==> src/design/dhbr_pkg.sv <==
// ----------------------------------------------------------------------------
// dhbr_pkg
// Shared opcodes, field layout and decode helpers for the decode stage.
// ----------------------------------------------------------------------------
package dhbr_pkg;

   localparam int DEF_PC_WIDTH   = 10;
   localparam int DEF_DATA_WIDTH = 32;

   localparam int OPC_WIDTH = 8;
   localparam int IDX_WIDTH = 4;
   localparam int IMM_WIDTH = 12;
   localparam int INSTR_WIDTH = 32;
   localparam int PEND_WIDTH = OPC_WIDTH + IDX_WIDTH;

   localparam logic [OPC_WIDTH-1:0] OP_SRL  = 8'd8;
   localparam logic [OPC_WIDTH-1:0] OP_BEQ  = 8'd9;
   localparam logic [OPC_WIDTH-1:0] OP_BNE  = 8'd10;
   localparam logic [OPC_WIDTH-1:0] OP_BLT  = 8'd11;
   localparam logic [OPC_WIDTH-1:0] OP_BGT  = 8'd12;
   localparam logic [OPC_WIDTH-1:0] OP_BLE  = 8'd13;
   localparam logic [OPC_WIDTH-1:0] OP_BGE  = 8'd14;
   localparam logic [OPC_WIDTH-1:0] OP_JAL  = 8'd15;
   localparam logic [OPC_WIDTH-1:0] OP_LW   = 8'd16;
   localparam logic [OPC_WIDTH-1:0] OP_SW   = 8'd17;
   localparam logic [OPC_WIDTH-1:0] OP_HALT = 8'd20;

   localparam logic [IDX_WIDTH-1:0] IDX_ZERO = 4'd0;
   localparam logic [IDX_WIDTH-1:0] IDX_IMM  = 4'd1;

   typedef struct packed {
      logic [OPC_WIDTH-1:0] opcode;
      logic [IDX_WIDTH-1:0] rd;
      logic [IDX_WIDTH-1:0] rs;
      logic [IDX_WIDTH-1:0] rt;
      logic [IMM_WIDTH-1:0] imm;
   } instr_fields_type;

   typedef struct packed {
      logic pc_redirect;
      logic link_write;
   } flow_ctl_type;

   function automatic instr_fields_type decode_instr(input logic [INSTR_WIDTH-1:0] word);
      instr_fields_type f;
      f.opcode = word[31:24];
      f.rd     = word[23:20];
      f.rs     = word[19:16];
      f.rt     = word[15:12];
      f.imm    = word[11:0];
      return f;
   endfunction

   function automatic logic op_writes_rd(input logic [OPC_WIDTH-1:0] op);
      return (op <= OP_SRL) || (op == OP_LW);
   endfunction

   function automatic logic op_is_branch(input logic [OPC_WIDTH-1:0] op);
      return (op >= OP_BEQ) && (op <= OP_BGE);
   endfunction

endpackage

==> src/design/decode_hazard_and_branch_resolve_top.sv <==
// ----------------------------------------------------------------------------
// decode_hazard_and_branch_resolve_top
// Decode stage: hazard stall, operand resolve and branch/jal redirect.
// ----------------------------------------------------------------------------
// A req beat passes the input register and then the result register on its way to the rsp beat.
// Throughput: one beat per cycle while rsp_stall is low; set by the single registered decode pass.
// A full result register stalls the input only while rsp_stall is high.
// Reset (synchronous, active high) empties both register stages.
module decode_hazard_and_branch_resolve_top import dhbr_pkg::*; #(
   parameter int PC_WIDTH   = DEF_PC_WIDTH,
   parameter int DATA_WIDTH = DEF_DATA_WIDTH
) (
   input  logic                    clock,
   input  logic                    reset,
   input  logic                    req_valid,
   output logic                    req_stall,
   input  logic [INSTR_WIDTH-1:0]  req_instruction_word,
   input  logic [DATA_WIDTH-1:0]   req_rs_read_value,
   input  logic [DATA_WIDTH-1:0]   req_rt_read_value,
   input  logic [DATA_WIDTH-1:0]   req_rd_read_value,
   input  logic [PEND_WIDTH-1:0]   req_ex_pending,
   input  logic [PEND_WIDTH-1:0]   req_mem_pending,
   input  logic [PEND_WIDTH-1:0]   req_wb_pending,
   input  logic [PC_WIDTH-1:0]     req_fetch_pc,
   input  logic [OPC_WIDTH-1:0]    req_fetched_opcode,
   output logic                    rsp_valid,
   input  logic                    rsp_stall,
   output logic                    rsp_stall_res,
   output logic [DATA_WIDTH-1:0]   rsp_rs_value,
   output logic [DATA_WIDTH-1:0]   rsp_rt_value,
   output logic [DATA_WIDTH-1:0]   rsp_rd_value,
   output logic                    rsp_pc_redirect,
   output logic [PC_WIDTH-1:0]     rsp_next_pc,
   output logic                    rsp_link_write,
   output logic [PC_WIDTH:0]       rsp_link_value
);

   // input register
   logic                    in_valid_ff, in_valid_in;
   logic [INSTR_WIDTH-1:0]  iw_ff;
   logic [DATA_WIDTH-1:0]   rs_rd_ff, rt_rd_ff, rd_rd_ff;
   logic [PEND_WIDTH-1:0]   ex_ff, mem_ff, wb_ff;
   logic [PC_WIDTH-1:0]     pc_ff;
   logic [OPC_WIDTH-1:0]    fop_ff;

   // result register
   logic                    out_valid_ff, out_valid_in;
   logic                    stall_res_ff;
   logic [DATA_WIDTH-1:0]   rs_val_ff, rt_val_ff, rd_val_ff;
   logic                    redirect_ff, link_wr_ff;
   logic [PC_WIDTH-1:0]     npc_ff;
   logic [PC_WIDTH:0]       link_ff;

   logic                    out_adv, in_adv, req_take;
   instr_fields_type        fields;
   logic                    hazard;
   logic [DATA_WIDTH-1:0]   rs_val, rt_val, rd_val;
   flow_ctl_type            flow;
   logic [PC_WIDTH-1:0]     npc;
   logic [PC_WIDTH:0]       link;

   assign out_adv   = !out_valid_ff || !rsp_stall;
   assign in_adv    = !in_valid_ff || out_adv;
   assign req_stall = !in_adv;
   assign req_take  = req_valid && in_adv;

   assign in_valid_in  = in_adv ? req_valid : in_valid_ff;
   assign out_valid_in = out_adv ? in_valid_ff : out_valid_ff;

   assign fields = decode_instr(iw_ff);

   dhbr_hazard u_hazard (
      .fields      (fields),
      .ex_pending  (ex_ff),
      .mem_pending (mem_ff),
      .wb_pending  (wb_ff),
      .hazard      (hazard)
   );

   dhbr_resolve #(
      .DATA_WIDTH (DATA_WIDTH),
      .PC_WIDTH   (PC_WIDTH)
   ) u_resolve (
      .fields         (fields),
      .rs_read_value  (rs_rd_ff),
      .rt_read_value  (rt_rd_ff),
      .rd_read_value  (rd_rd_ff),
      .fetch_pc       (pc_ff),
      .fetched_opcode (fop_ff),
      .rs_value       (rs_val),
      .rt_value       (rt_val),
      .rd_value       (rd_val),
      .flow           (flow),
      .next_pc        (npc),
      .link_value     (link)
   );

   always_ff @(posedge clock) begin
      if (reset) begin
         in_valid_ff  <= 1'b0;
         out_valid_ff <= 1'b0;
      end else begin
         in_valid_ff  <= in_valid_in;
         out_valid_ff <= out_valid_in;
      end
   end

   always_ff @(posedge clock) begin
      if (req_take) begin
         iw_ff    <= req_instruction_word;
         rs_rd_ff <= req_rs_read_value;
         rt_rd_ff <= req_rt_read_value;
         rd_rd_ff <= req_rd_read_value;
         ex_ff    <= req_ex_pending;
         mem_ff   <= req_mem_pending;
         wb_ff    <= req_wb_pending;
         pc_ff    <= req_fetch_pc;
         fop_ff   <= req_fetched_opcode;
      end
   end

   // a stalled beat carries only the stall flag, everything else zero
   always_ff @(posedge clock) begin
      if (out_adv && in_valid_ff) begin
         stall_res_ff <= hazard;
         rs_val_ff    <= hazard ? '0 : rs_val;
         rt_val_ff    <= hazard ? '0 : rt_val;
         rd_val_ff    <= hazard ? '0 : rd_val;
         redirect_ff  <= !hazard && flow.pc_redirect;
         npc_ff       <= hazard ? '0 : npc;
         link_wr_ff   <= !hazard && flow.link_write;
         link_ff      <= hazard ? '0 : link;
      end
   end

   assign rsp_valid       = out_valid_ff;
   assign rsp_stall_res   = stall_res_ff;
   assign rsp_rs_value    = rs_val_ff;
   assign rsp_rt_value    = rt_val_ff;
   assign rsp_rd_value    = rd_val_ff;
   assign rsp_pc_redirect = redirect_ff;
   assign rsp_next_pc     = npc_ff;
   assign rsp_link_write  = link_wr_ff;
   assign rsp_link_value  = link_ff;

endmodule

==> src/design/dhbr_hazard.sv <==
// ----------------------------------------------------------------------------
// dhbr_hazard
// Read-after-write check against the execute, memory and writeback stages.
// ----------------------------------------------------------------------------
module dhbr_hazard import dhbr_pkg::*; (
   input  instr_fields_type        fields,
   input  logic [PEND_WIDTH-1:0]   ex_pending,
   input  logic [PEND_WIDTH-1:0]   mem_pending,
   input  logic [PEND_WIDTH-1:0]   wb_pending,
   output logic                    hazard
);

   logic [PEND_WIDTH-1:0] pend [3];
   logic [2:0]            hit;
   logic                  reads_src;
   logic                  reads_rd;

   assign pend[0] = ex_pending;
   assign pend[1] = mem_pending;
   assign pend[2] = wb_pending;

   assign reads_src = (fields.opcode != OP_JAL) && (fields.opcode != OP_HALT);
   assign reads_rd  = op_is_branch(fields.opcode) || (fields.opcode == OP_JAL) ||
                      (fields.opcode == OP_SW);

   function automatic logic uses_idx(input logic [IDX_WIDTH-1:0] idx,
                                     input logic [IDX_WIDTH-1:0] dst);
      return (idx == dst) && (idx != IDX_ZERO) && (idx != IDX_IMM);
   endfunction

   always_comb begin
      for (int i = 0; i < 3; i++) begin
         hit[i] = op_writes_rd(pend[i][PEND_WIDTH-1:IDX_WIDTH]) &&
                  ((reads_src && (uses_idx(fields.rs, pend[i][IDX_WIDTH-1:0]) ||
                                  uses_idx(fields.rt, pend[i][IDX_WIDTH-1:0]))) ||
                   (reads_rd && uses_idx(fields.rd, pend[i][IDX_WIDTH-1:0])));
      end
   end

   assign hazard = |hit;

endmodule

==> src/design/dhbr_resolve.sv <==
// ----------------------------------------------------------------------------
// dhbr_resolve
// Operand selection, signed branch compare, target and link generation.
// ----------------------------------------------------------------------------
module dhbr_resolve import dhbr_pkg::*; #(
   parameter int DATA_WIDTH = DEF_DATA_WIDTH,
   parameter int PC_WIDTH   = DEF_PC_WIDTH
) (
   input  instr_fields_type        fields,
   input  logic [DATA_WIDTH-1:0]   rs_read_value,
   input  logic [DATA_WIDTH-1:0]   rt_read_value,
   input  logic [DATA_WIDTH-1:0]   rd_read_value,
   input  logic [PC_WIDTH-1:0]     fetch_pc,
   input  logic [OPC_WIDTH-1:0]    fetched_opcode,
   output logic [DATA_WIDTH-1:0]   rs_value,
   output logic [DATA_WIDTH-1:0]   rt_value,
   output logic [DATA_WIDTH-1:0]   rd_value,
   output flow_ctl_type            flow,
   output logic [PC_WIDTH-1:0]     next_pc,
   output logic [PC_WIDTH:0]       link_value
);

   localparam int WIDE = (DATA_WIDTH > PC_WIDTH) ? DATA_WIDTH : PC_WIDTH;

   logic [DATA_WIDTH-1:0] imm_ext;
   logic [WIDE-1:0]       rd_wide;
   logic                  taken;
   logic                  is_jal;
   logic                  halt_slot;

   function automatic logic [DATA_WIDTH-1:0] pick(input logic [IDX_WIDTH-1:0] idx,
                                                  input logic [DATA_WIDTH-1:0] imm,
                                                  input logic [DATA_WIDTH-1:0] rdata);
      logic [DATA_WIDTH-1:0] v;
      if (idx == IDX_ZERO)
         v = '0;
      else if (idx == IDX_IMM)
         v = imm;
      else
         v = rdata;
      return v;
   endfunction

   assign imm_ext  = DATA_WIDTH'($signed(fields.imm));
   assign rs_value = pick(fields.rs, imm_ext, rs_read_value);
   assign rt_value = pick(fields.rt, imm_ext, rt_read_value);
   assign rd_value = pick(fields.rd, imm_ext, rd_read_value);
   assign rd_wide  = WIDE'(rd_value);

   always_comb begin
      unique case (fields.opcode)
         OP_BEQ:  taken = (rs_value == rt_value);
         OP_BNE:  taken = (rs_value != rt_value);
         OP_BLT:  taken = ($signed(rs_value) <  $signed(rt_value));
         OP_BGT:  taken = ($signed(rs_value) >  $signed(rt_value));
         OP_BLE:  taken = ($signed(rs_value) <= $signed(rt_value));
         OP_BGE:  taken = ($signed(rs_value) >= $signed(rt_value));
         OP_JAL:  taken = 1'b1;
         default: taken = 1'b0;
      endcase
   end

   assign is_jal    = (fields.opcode == OP_JAL);
   // halt in the delay slot freezes fetch whether or not the branch is taken
   assign halt_slot = (op_is_branch(fields.opcode) || is_jal) && (fetched_opcode == OP_HALT);

   assign flow.pc_redirect = taken || halt_slot;
   assign flow.link_write  = is_jal;

   always_comb begin
      priority if (halt_slot)
         next_pc = fetch_pc;
      else if (taken)
         next_pc = rd_wide[PC_WIDTH-1:0];
      else
         next_pc = '0;
   end

   assign link_value = is_jal ? ({1'b0, fetch_pc} + (PC_WIDTH+1)'(1)) : '0;

endmodule
==> config.mk <==
export PLATFORM = sky130hd
export DESIGN_NAME = decode_hazard_and_branch_resolve_top
export DESIGN_NICKNAME = d
export VERILOG_FILES = /design/src/design/dhbr_pkg.sv /design/src/design/decode_hazard_and_branch_resolve_top.sv /design/src/design/dhbr_hazard.sv /design/src/design/dhbr_resolve.sv
export SDC_FILE = /design/constraint.sdc
export NUM_CORES = 1
export LEC_CHECK = 0
export ABC_AREA = 1
export BUFFER_PORTS_ARGS = -buffer_cell sky130_fd_sc_hd__buf_2
export CAP_MARGIN = 20
export CORE_MARGIN = 1.5
export CORE_UTILIZATION = 50
export CTS_CLUSTER_DIAMETER = 80
export DETAILED_ROUTE_END_ITERATION = 12
export PLACE_DENSITY = 0.75
export SYNTH_ARGS = -nofsm -noshare
export SYNTH_HDL_FRONTEND = slang
export SYNTH_HIERARCHICAL = 1
export SYNTH_SLANG_ARGS = --single-unit
==> constraint.sdc <==
create_clock -name clock -period 8.3 [get_ports clock]
set_clock_uncertainty 0.2 [all_clocks]
set_input_delay 0.415 -clock clock [delete_from_list [all_inputs] [get_ports clock]]
set_output_delay 0.415 -clock clock [all_outputs]
set_load 0.03 [all_outputs]
# --- After elaboration in Yosys (flattened, before gate mapping) ---
# Index checks and enable logic that the tools add are counted.
classes:
  mux: 9
  eq_ne: 31
  n_lt_le_gt_ge: 9
  n_addsub: 1
  n_reduce_logical: 62
  bitwise: 1
op_table:
  columns: ["op", "n"]
  rows:
  - ["two-way mux 32 bit", 5]
  - ["equality test 8 x 4 -> 1 bit (second input constant)", 7]
  - ["equality test 8 x 5 -> 1 bit (second input constant)", 5]
  - ["equality test 4 bit", 9]
  - ["logical AND 1 bit", 34]
  - ["equality test 32 bit", 1]
  - [">= comparator 32 bit", 1]
  - ["greater-than comparator 32 bit", 1]
  - ["less-or-equal comparator 32 bit", 1]
  - ["less-or-equal comparator 8 x 4 -> 1 bit (second input constant)", 4]
  - ["< comparator 32 bit", 1]
  - ["!= test 32 bit", 1]
  - ["two-way mux 10 bit", 3]
  - ["logical OR 1 bit", 14]
  - ["equality test 4 x 1 -> 1 bit (second input constant)", 3]
  - ["logical NOT 4 bit", 3]
  - ["!= test 4 x 1 -> 1 bit (second input constant)", 3]
  - ["nonzero test 4 bit", 3]
  - ["adder 10 x 1 -> 11 bit (second input constant)", 1]
  - [">= comparator 8 x 4 -> 1 bit (second input constant)", 1]
  - ["!= test 8 x 4 -> 1 bit (second input constant)", 1]
  - ["!= test 8 x 5 -> 1 bit (second input constant)", 1]
  - ["OR reduction 4 bit", 2]
  - ["case mux 1 bit (7 select lines)", 1]
  - ["other kinds (3)", 7]
word_totals:
  inputBits: 186
  regBits: 304
  output_inout_bits: 122

# --- Depth between registers and ports, before layout ---
# Gate-level depths: netlist of run 1.
depth:
  ltp_word: 10
  mapped_depth: 30
  ltp_nobuf: 29

# --- Hierarchy ---
# Netlist of run 1, hierarchy kept.
by_module_without_submodules:
  columns: ["mod", "area_per_inst_um2", "cells_each", "instances"]
  rows:
  - ["decode_hazard_and_branch_resolve_top", 10187.3, 565, 1]
  - ["dhbr_resolve", 2608.8, 523, 1]
  - ["dhbr_hazard", 797.0, 172, 1]

# --- Worst setup path after synthesis of run 1 ---
# OpenSTA, ideal clock, no wires.
synth_path:
  path_type: "in2reg"
  from: "in rsp_stall"
  to: "reg link_ff[0] (netlist: rsp_link_value[0]) (enable)"
  n_path_buf: 0
  arrival_time_ns: 6.216
  setup_ns: 0.638
  cell_stages: 1
  setup_slack_ns: 1.246
  cell_sequence: "a21oi_1"
synth_via:
  elab_chain_cells: 3
synth_lines:
  columns: ["item", "line", "text"]
  rows:
  - ["from (decl)", "decode_hazard_and_branch_resolve_top.sv:27", "input logic rsp_stall,"]
  - ["logical NOT 1 bit", "decode_hazard_and_branch_resolve_top.sv:62", "assign out_adv = !out_valid_ff || !rsp_stall;"]
  - ["logical OR 1 bit", "decode_hazard_and_branch_resolve_top.sv:62", null]
  - ["logical AND 1 bit", "decode_hazard_and_branch_resolve_top.sv:124", "if (out_adv && in_valid_ff) begin"]
  - ["to (signal assigned)", "decode_hazard_and_branch_resolve_top.sv:132", "link_ff <= hazard ? '0 : link;"]
  - ["to (decl)", "decode_hazard_and_branch_resolve_top.sv:52", "logic [PC_WIDTH:0] link_ff;"]
# Every way passes these cells.
# A chain may end at the register's enable or synchronous reset.

# --- Final worst setup path of run 1 ---
layout_path:
  from: "reg iw_ff[19] (netlist: fields[19])"
  to: "reg npc_ff[9] (netlist: rsp_next_pc[9]), data pin"
layout_rtl:
  columns: ["item", "line", "text"]
  rows:
  - ["from (decl)", "decode_hazard_and_branch_resolve_top.sv:40", "logic [INSTR_WIDTH-1:0] iw_ff;"]
  - ["from (signal assigned)", "decode_hazard_and_branch_resolve_top.sv:110", "iw_ff <= req_instruction_word;"]
  - ["equality test 4 x 1 -> 1 bit", "dhbr_resolve.sv:37", "else if (idx == IDX_IMM)"]
  - ["two-way mux 32 bit", "dhbr_resolve.sv:37", null]
  - ["two-way mux 32 bit (*)", "dhbr_resolve.sv:35", "if (idx == IDX_ZERO)"]
  - ["net rs_val[3]", "decode_hazard_and_branch_resolve_top.sv:57", "logic [DATA_WIDTH-1:0] rs_val, rt_val, rd_val;"]
  - [">= comparator 32 bit, or another cell as far along", "dhbr_resolve.sv:57", "OP_BGE: taken = ($signed(rs_value) >= $signed(rt_value));"]
  - ["case mux 1 bit (7 select lines) (*)", "dhbr_resolve.sv:51", "unique case (fields.opcode)"]
  - ["two-way mux 10 bit (*)", "dhbr_resolve.sv:73", "else if (taken)"]
  - ["two-way mux 10 bit (*)", "dhbr_resolve.sv:71", "priority if (halt_slot)"]
  - ["net npc[9]", "decode_hazard_and_branch_resolve_top.sv:59", "logic [PC_WIDTH-1:0] npc;"]
  - ["to (signal assigned)", "decode_hazard_and_branch_resolve_top.sv:130", "npc_ff <= hazard ? '0 : npc;"]
  - ["to (decl)", "decode_hazard_and_branch_resolve_top.sv:51", "logic [PC_WIDTH-1:0] npc_ff;"]
# The timed path passes the listed nets; every way through them passes the cells marked *.

==> results of run 1 <==
## layer usage
| layer | vias to the layer above | part of all wire [%] |
|---|---|---|
| met5 | - | 0 |
| met3 | 109 | 6.3 |
| met1 | 4914 | 38 |
| met2 | 485 | 50 |
| met4 | 0 | 4.9 |
| li1 | 5079 | - |
## cell usage after synthesis (all sizes together)
library cell  count
edfxtp          302
dfxtp             2
ha               33
nand2           230
xnor2            10
nor2            185
clkbuf           20
buf              16
o21a              2
o22ai            11
nand3b            1
a21o              2
or2               2
a32oi             1
nor3b             3
clkinv            1
o211ai            1
nand3            25
a21oi            72
nor4              3
xor2              7
inv             260
nand4             6
o21ai            48
nor3             17
## worst register-to-register path: stages, from the launching register on
cell and delay (ns):
edfxtp_1 0.47, nor2_1 0.14, inv_1 0.04, nor2_1 0.72, inv_2 0.40, nor2_1 0.95
inv_1 0.63, o21ai_0 0.45, ha_1 0.22, nand2_1 0.05, inv_1 0.06, nand3_1 0.06
nor3_1 0.27, nand4_2 0.22, nand2_1 0.13, nand2_1 0.08, nor2_2 0.10, nand2_2 0.06
inv_2 0.04, nand4_2 0.38, nand2_1 0.19, inv_1 0.07, inv_1 0.05, nor2_1 0.03
## flip-flops by register name, indices dropped and copies added, names as in the netlist, 10 cells and up
register	cells
rsp_next_pc	10
rs_rd_ff	32
ex_ff	12
rsp_link_value	11
rsp_rd_value	32
fields	32
rsp_rt_value	32
rsp_rs_value	32
rd_rd_ff	32
pc_ff	10
rt_rd_ff	32
wb_ff	12
mem_ff	12
## worst paths after layout
| path | startpoint | to | slack, ns | cells past startpoint |
|---|---|---|---|---|
| max reg2reg | fields[19] | rsp_next_pc[9] | 1.98 | 23 |
| min | rsp_stall | in_valid_ff | 0.04 | 3 |
| min reg2reg | in_valid_ff | in_valid_ff | 0.37 | 2 |
| max | fields[19] | rsp_next_pc[9] | 1.98 | 23 |
## power groups by stage
stage          logic (µW)  clock network (µW)  registers (µW)
2_1_floorplan         209                   0            1930
3_3_place_gp          392                   0            1870
3_5_place_dp          402                   0            1870
4_1_cts               474                1290            1840
5_1_grt               531                1340            1850
6_report              482                1280            1840
## per-stage QoR
| stage | instance area (µm²) | utilization (%) | cells | power (µW) | hold WS, ns |
|---|---|---|---|---|---|
| after floorplan | 13600 | - | 1260 | 2140 | 0.245 |
| after global placement | 15400 | 57.4 | 1879 | 2260 | 0.293 |
| after detailed placement | 15400 | 57.4 | 1879 | 2270 | 0.311 |
| after CTS | 18200 | 67.7 | 2119 | 3600 | 0.0153 |
| after global routing | 18200 | 67.9 | 2122 | 3720 | 0.0475 |
| final | 18200 | 67.9 | 2123 | 3590 | 0.0387 |
## area by class of cell
cell class                      count  area, µm²
Antenna cell                        3       7.51
Timing Repair Buffer              500       3470
Fill cell                        1919       8610
Inverter                          261        985
Tap cell                          341        427
Sequential cell                   304       9110
Clock buffer                       37        798
Clock inverter                     18        114
Multi-Input combinational cell    659       3280
## cells in the final DEF, fill, tap and decap left out, drive strengths merged, types with 7 or more instances in the layout
cell type / Yosys / layout
a21oi: 72 / 72
buf: 16 / 315
clkbuf: 20 / 37
clkinv: 1 / 15
dlygate4sd3: 0 / 185
edfxtp: 302 / 302
ha: 33 / 33
inv: 260 / 260
nand2: 230 / 230
nand3: 25 / 25
nor2: 185 / 185
nor3: 17 / 17
o21ai: 48 / 48
o22ai: 11 / 11
xnor2: 10 / 10
xor2: 7 / 7
## timing repair
item                                    CTS  global route
endpoints found under the setup margin    0             0
hold buffers                            185             0
endpoints found under the hold margin   184             0
## logic make-up (layout without fill, tap and decap cells)
kind of cell             after synthesis  after routing  share of synthesized area [%]
other                                  0              3                              0
XOR/XNOR                              17             17                           1.10
AND/OR/NAND/NOR                      472            472                           14.6
flip-flops                           304            304                           67.0
AO/OA/AOI/OAI                        137            137                           5.32
adder cells (fa/ha/maj)               33             33                           3.04
buffers and inverters                297            816                           8.98
==> metrics.md, run 1 <==
| Metric | Value |
|---|---|
| Status | `finished clean` |
| Critical path class | `register to register` |
| CTS Root Cell | `clkbuf_16` |
| Antenna violations before repair | `2` |
| Die height | `168 µm` |
| Die Wd | `168 µm` |
| Comb pwr share | `13.4%` |
| Gpl congestion | `0.882` |
| Htree depth | `1` |
| Met2 usage in global routing | `45.3%` |
| Vias/cell | `4.99` |
| Synth area leaders | `edfxtp_1, inv_1, nand2_1, nor2_1, ha_1` |
| Row cnt | `60` |
| # clock sinks | `304` |
| Max_slew headroom | `25.7%` |
| Most crowded layer after global routing | `met2` |
| Leak pwr | `0.00836 µW` |
| Remaining antenna violation count | `0` |
| Worst path cell trace | `nor2_1 > inv_1 > nor2_1 > inv_2 > nor2_1 > inv_1 > o21ai_0 > ha_1 > nand2_1 > inv_1 > nand3_1 > nor3_1 > nand4_2 > nand2_1 > nand2_1 > nor2_2 > nand2_2 > inv_2 > nand4_2 > nand2_1 > inv_1 > inv_1 > nor2_1` |
| Worst Hold Class | `primary input to register` |
| Pin count of the biggest net entering global routing | `112` |
| RSZ-0062 raised after global routing | `no` |
| DR pass1 iterations | `5` |
| Post-DP HPWL | `22700 µm` |
| IO Port Bufs | `307` |
| Max Freq | `0.158 GHz` |
| Sequential share of power | `51.1%` |
| Max_cap viols | `0` |
| Worst-Skew Late Latency | `0.55 ns` |
| Register area share after synthesis | `67.0%` |
| PwrDens | `198 mW/mm²` |
| Crit path capture type | `register` |
| GRT Overall Usage | `25.4%` |
| Total grt overflow | `0` |
| Total CTS buffers | `31` |
| Clk buf depth | `3` |
| Die area | `0.0282 mm²` |
| Slew Viols, Final | `0` |
| Psw | `896 µW` |
| Dpl ws | `2.13 ns` |
| Met3 usage | `3.86%` |
| Yosys top cell area share | `66.7%` |
| Top Ports | `308` |
| Vias after detailed routing | `10600` |
| Post-cts resize count | `0` |
| Slowest-stage cell, CP | `nor2_1` |
| Tcrit/Tclk final | `76.2%` |
| Syn nets | `1479` |
| Syn. warnings | `6` |
| WL/cell | `17.0 µm` |
| WP buf/inv | `7` |
| Max IR drop VDD | `0.169 mV` |
| Final Hold Fails | `0` |
| Post-synthesis cell type count | `39` |
| Most frequent CP cell | `inv_1` |
| Int Pwr | `2700 µW` |
| Power share of the clock group | `35.5%` |
| Setup violators final | `0` |
| GR Util met1 | `30.3%` |
| Family with the most delay on the worst path | `simple AND/OR/NAND/NOR gates` |
| Core footprint | `0.0268 mm²` |
| Post-Synthesis Cells | `1260` |
| Sw frac | `24.9%` |
| Yosys top cell by area | `edfxtp_1` |
| Wire length of the first global-routing pass | `55300 µm` |
| Peak fanout along the critical path | `17` |
| Type of origin of the critical path | `register` |
| Fin crit period | `6.32 ns` |
| Synthesized flop and latch total | `304` |
| Required time worst endpoint | `8.37 ns` |
| Drc violations | `0` |
| Crit path DAT | `6.39 ns` |
| Post-CTS setup buffers | `0` |
| Syn Std Cell Area | `0.0136 mm²` |
| Detailed Route WL | `36200 µm` |
| Layout Nets | `1976` |
| Share of cells above drive strength 1 | `22.7%` |
| Worst Tran Pin Value | `1.11 ns` |
| Area delta synth->final | `33.8%` |
| CTS tree | `built` |
| Vias in the first global route | `10800` |
| Post-layout worst setup margin | `1.98 ns` |
| Fin Setup TNS | `0 ns` |
| Iter 0 DRT Violations | `891` |
| Clock Pin Slew Worst Setup and Hold Paths | `0.06 ns` |
| Mean Syn Cell Area | `10.8 µm²` |
| Max stage delay on crit path | `0.94 ns` |
| Initial Util | `50.7%` |
Note: power is estimated with default switching activity, not from simulation.
==> run 2, diff against run 1 <==
--- a/config.mk
+++ b/config.mk
@@ -9,10 +9,10 @@
 export BUFFER_PORTS_ARGS = -buffer_cell sky130_fd_sc_hd__buf_2
 export CAP_MARGIN = 20
 export CORE_MARGIN = 1.5
-export CORE_UTILIZATION = 50
+export CORE_UTILIZATION = 49
 export CTS_CLUSTER_DIAMETER = 80
 export DETAILED_ROUTE_END_ITERATION = 12
-export PLACE_DENSITY = 0.75
+export PLACE_DENSITY = 0.76
 export SYNTH_ARGS = -nofsm -noshare
 export SYNTH_HDL_FRONTEND = slang
 export SYNTH_HIERARCHICAL = 1
==> constraint.sdc (replaced) <==
create_clock -name clock -period 5.49 [get_ports clock]
set_clock_uncertainty 0.2 [all_clocks]
set_input_delay 0.2745 -clock clock [delete_from_list [all_inputs] [get_ports clock]]
set_output_delay 0.2745 -clock clock [all_outputs]
set_load 0.03 [all_outputs]
==> metrics.md, run 2 (same netlist as run 1, synthesis figures left out) <==
| Metric | Value |
|---|---|
| Iter 0 DRT Violations | `1051 (+18%)` |
| Total grt overflow | `0 (unchanged)` |
| Initial Util | `50.2% (-0.56 points)` |
| Post-DP HPWL | `23300 µm (+2.8%)` |
| IO Port Bufs | `307 (unchanged)` |
| Worst Hold Class | `primary input to register` |
| Max Freq | `0.205 GHz (+30%)` |
| Crit path DAT | `4.95 ns (-1.44 ns)` |
| Top Ports | `308 (unchanged)` |
| Gpl congestion | `0.871 (-1.2%)` |
| Max_slew headroom | `34.2% (+8.5 points)` |
| DR pass1 iterations | `6 (+1)` |
| Max stage delay on crit path | `0.52 ns (-0.42 ns)` |
| Required time worst endpoint | `5.57 ns (-2.80 ns)` |
| Critical path class | `register to register` |
| Antenna violations before repair | `5 (+3)` |
| Crit path capture type | `register` |
| CTS Root Cell | `clkbuf_16` |
| Tcrit/Tclk final | `88.7% (+13 points)` |
| Worst path cell trace | `nor2_1 > inv_1 > nor2_1 > buf_4 > inv_1 > nor2_1 > nand2_1 > a21oi_1 > inv_1 > ha_1 > a21oi_1 > o21a_1 > nand2_1 > a21oi_2 > nand2_2 > nand2_1 > nand3_1 > nand2_1 > nand4_2 > nand2_2 > inv_2 > inv_1 > nor2_1` |
| Type of origin of the critical path | `register` |
| Reg-to-Reg Start | `fields[15]` |
| Fin crit period | `4.87 ns (-1.45 ns)` |
| # clock sinks | `304 (unchanged)` |
| Detailed Route WL | `37400 µm (+3.4%)` |
| GRT Overall Usage | `25.8% (+0.47 points)` |
| CTS tree | `built` |
| Htree depth | `1 (unchanged)` |
| Share of cells above drive strength 1 | `23.0% (+0.32 points)` |
| Slowest-stage cell, CP | `nand2_1` |
| Placed cells | `1915 (+1.9%)` |
| WL/cell | `17.3 µm (+1.5%)` |
| Worst Tran Pin Value | `0.987 ns (-0.124 ns)` |
| Hold Path Origin | `req_rt_read_value[26]` |
| Final Hold Fails | `0 (unchanged)` |
| Die area | `0.0287 mm² (+2.0%)` |
| Max IR drop VDD | `0.261 mV (+54%)` |
| Clock Pin Slew Worst Setup and Hold Paths | `0.06 ns (about the same)` |
| Layout Nets | `1981 (+0.25%)` |
| Final core occ | `67.5% (-0.41 points)` |
| Clk buf depth | `3 (unchanged)` |
| Cells on Worst Hold Path | `2 (-1)` |
| Peak fanout along the critical path | `21 (+4)` |
| R2R Path End | `rsp_next_pc[8]` |
| Vias/cell | `4.94 (-0.90%)` |
| Post-cts resize count | `0 (unchanged)` |
| Remaining antenna violation count | `0 (unchanged)` |
| Worst-Skew Late Latency | `0.56 ns (about the same)` |
| Vias after detailed routing | `10700 (+0.96%)` |
| R2R Setup Slk | `0.62 ns (-1.36 ns)` |
| Total CTS buffers | `31 (unchanged)` |
| Leak pwr | `0.00841 µW (+0.50%)` |
| Commonest non-fill, non-tap cells in the layout | `buf_2, edfxtp_1, inv_1, nand2_1, dlygate4sd3_1` |
| Die height | `170 µm (+1.0%)` |
| Vias in the first global route | `10800 (+0.63%)` |
| Die Wd | `170 µm (+1.0%)` |
| RSZ-0062 raised after global routing | `no` |
| Worst Hold End | `rt_rd_ff[26]` |
| WP buf/inv | `6 (-1)` |
| Core footprint | `0.0271 mm² (+1.1%)` |
| Filler Cell Count | `1909 (-0.52%)` |
| Fin Setup TNS | `0 ns (unchanged)` |
| Area delta synth->final | `34.5%` |
| Drc violations | `0 (unchanged)` |
| PwrDens | `301 mW/mm² (+53%)` |
| Most common cell after layout, fill and taps aside | `buf_2` |
| Slew Viols, Final | `0 (unchanged)` |
| Row cnt | `60 (unchanged)` |
| Status | `finished clean` |
| Final non-filler cell total | `2163 (+1.9%)` |
| Pin count of the biggest net entering global routing | `102 (-8.9%)` |
| Setup violators final | `0 (unchanged)` |
| Family with the most delay on the worst path | `simple AND/OR/NAND/NOR gates` |
| Max_cap viols | `0 (unchanged)` |
| Wire length of the first global-routing pass | `56900 µm (+3.0%)` |
| Reg2reg path depth | `23 (unchanged)` |
-- run 2: area by class of cell --
type                            count  area [µm²]  share of cell area [%]
Tap cell                          372         465                    2.55
Multi-Input combinational cell    659        3280                    17.9
Clock buffer                       39         806                    4.41
Sequential cell                   304        9110                    49.8
Clock inverter                     17         134                   0.732
Timing Repair Buffer              505        3490                    19.1
Antenna cell                        6        15.0                  0.0821
Inverter                          261         985                    5.39
-- run 2: timing repair --
| action | CTS | global route |
|---|---|---|
| setup buffers | 0 | 0 |
| hold buffers | 186 | 0 |
| endpoints found under the hold margin | 184 | 0 |
-- run 2: layer usage --
| metal | vias to the layer above | wire [µm] | track usage, % |
|---|---|---|---|
| li1 | 5099 | - | - |
| met1 | 4983 | 14000 | 30.6 |
| met2 | 500 | 19200 | 46.3 |
| met3 | 107 | 2550 | 4.64 |
| met4 | 0 | 1620 | 11.0 |
| met5 | - | 0 | 0 |
-- run 2: worst max path at each step --
stage	from	depth (start not counted)	end	slack [ns]
finish	fields[15]	23	rsp_next_pc[8]	0.62
global route	fields[15]	25	rsp_next_pc[8]	0.26
CTS	fields[14]	23	rsp_next_pc[8]	0.67
detailed placement	fields[14]	23	rsp_next_pc[8]	0.68
global placement	fields[14]	23	rsp_next_pc[9]	0.86
floorplan	rsp_valid	3	ex_ff[0]	0.62
-- run 2: report_power, final --
part / internal [µW] / switching [µW] / total (µW)
clock: 1130 / 870 / 2000
combinational: 292 / 444 / 736
sequential: 2720 / 61.9 / 2780
-- run 2: through the flow --
step / hold WS, ns / total power (µW) / setup WS, ns / cell area [µm²]
3_5_place_dp: 0.250 / 3440 / 0.684 / 15500
6_report: 0.224 / 5510 / 0.622 / 18300
5_1_grt: 0.210 / 5710 / 0.259 / 18300
3_3_place_gp: 0.247 / 3420 / 0.855 / 15500
4_1_cts: 0.200 / 5510 / 0.665 / 18300
2_1_floorplan: 0.144 / 3230 / 0.623 / 13600
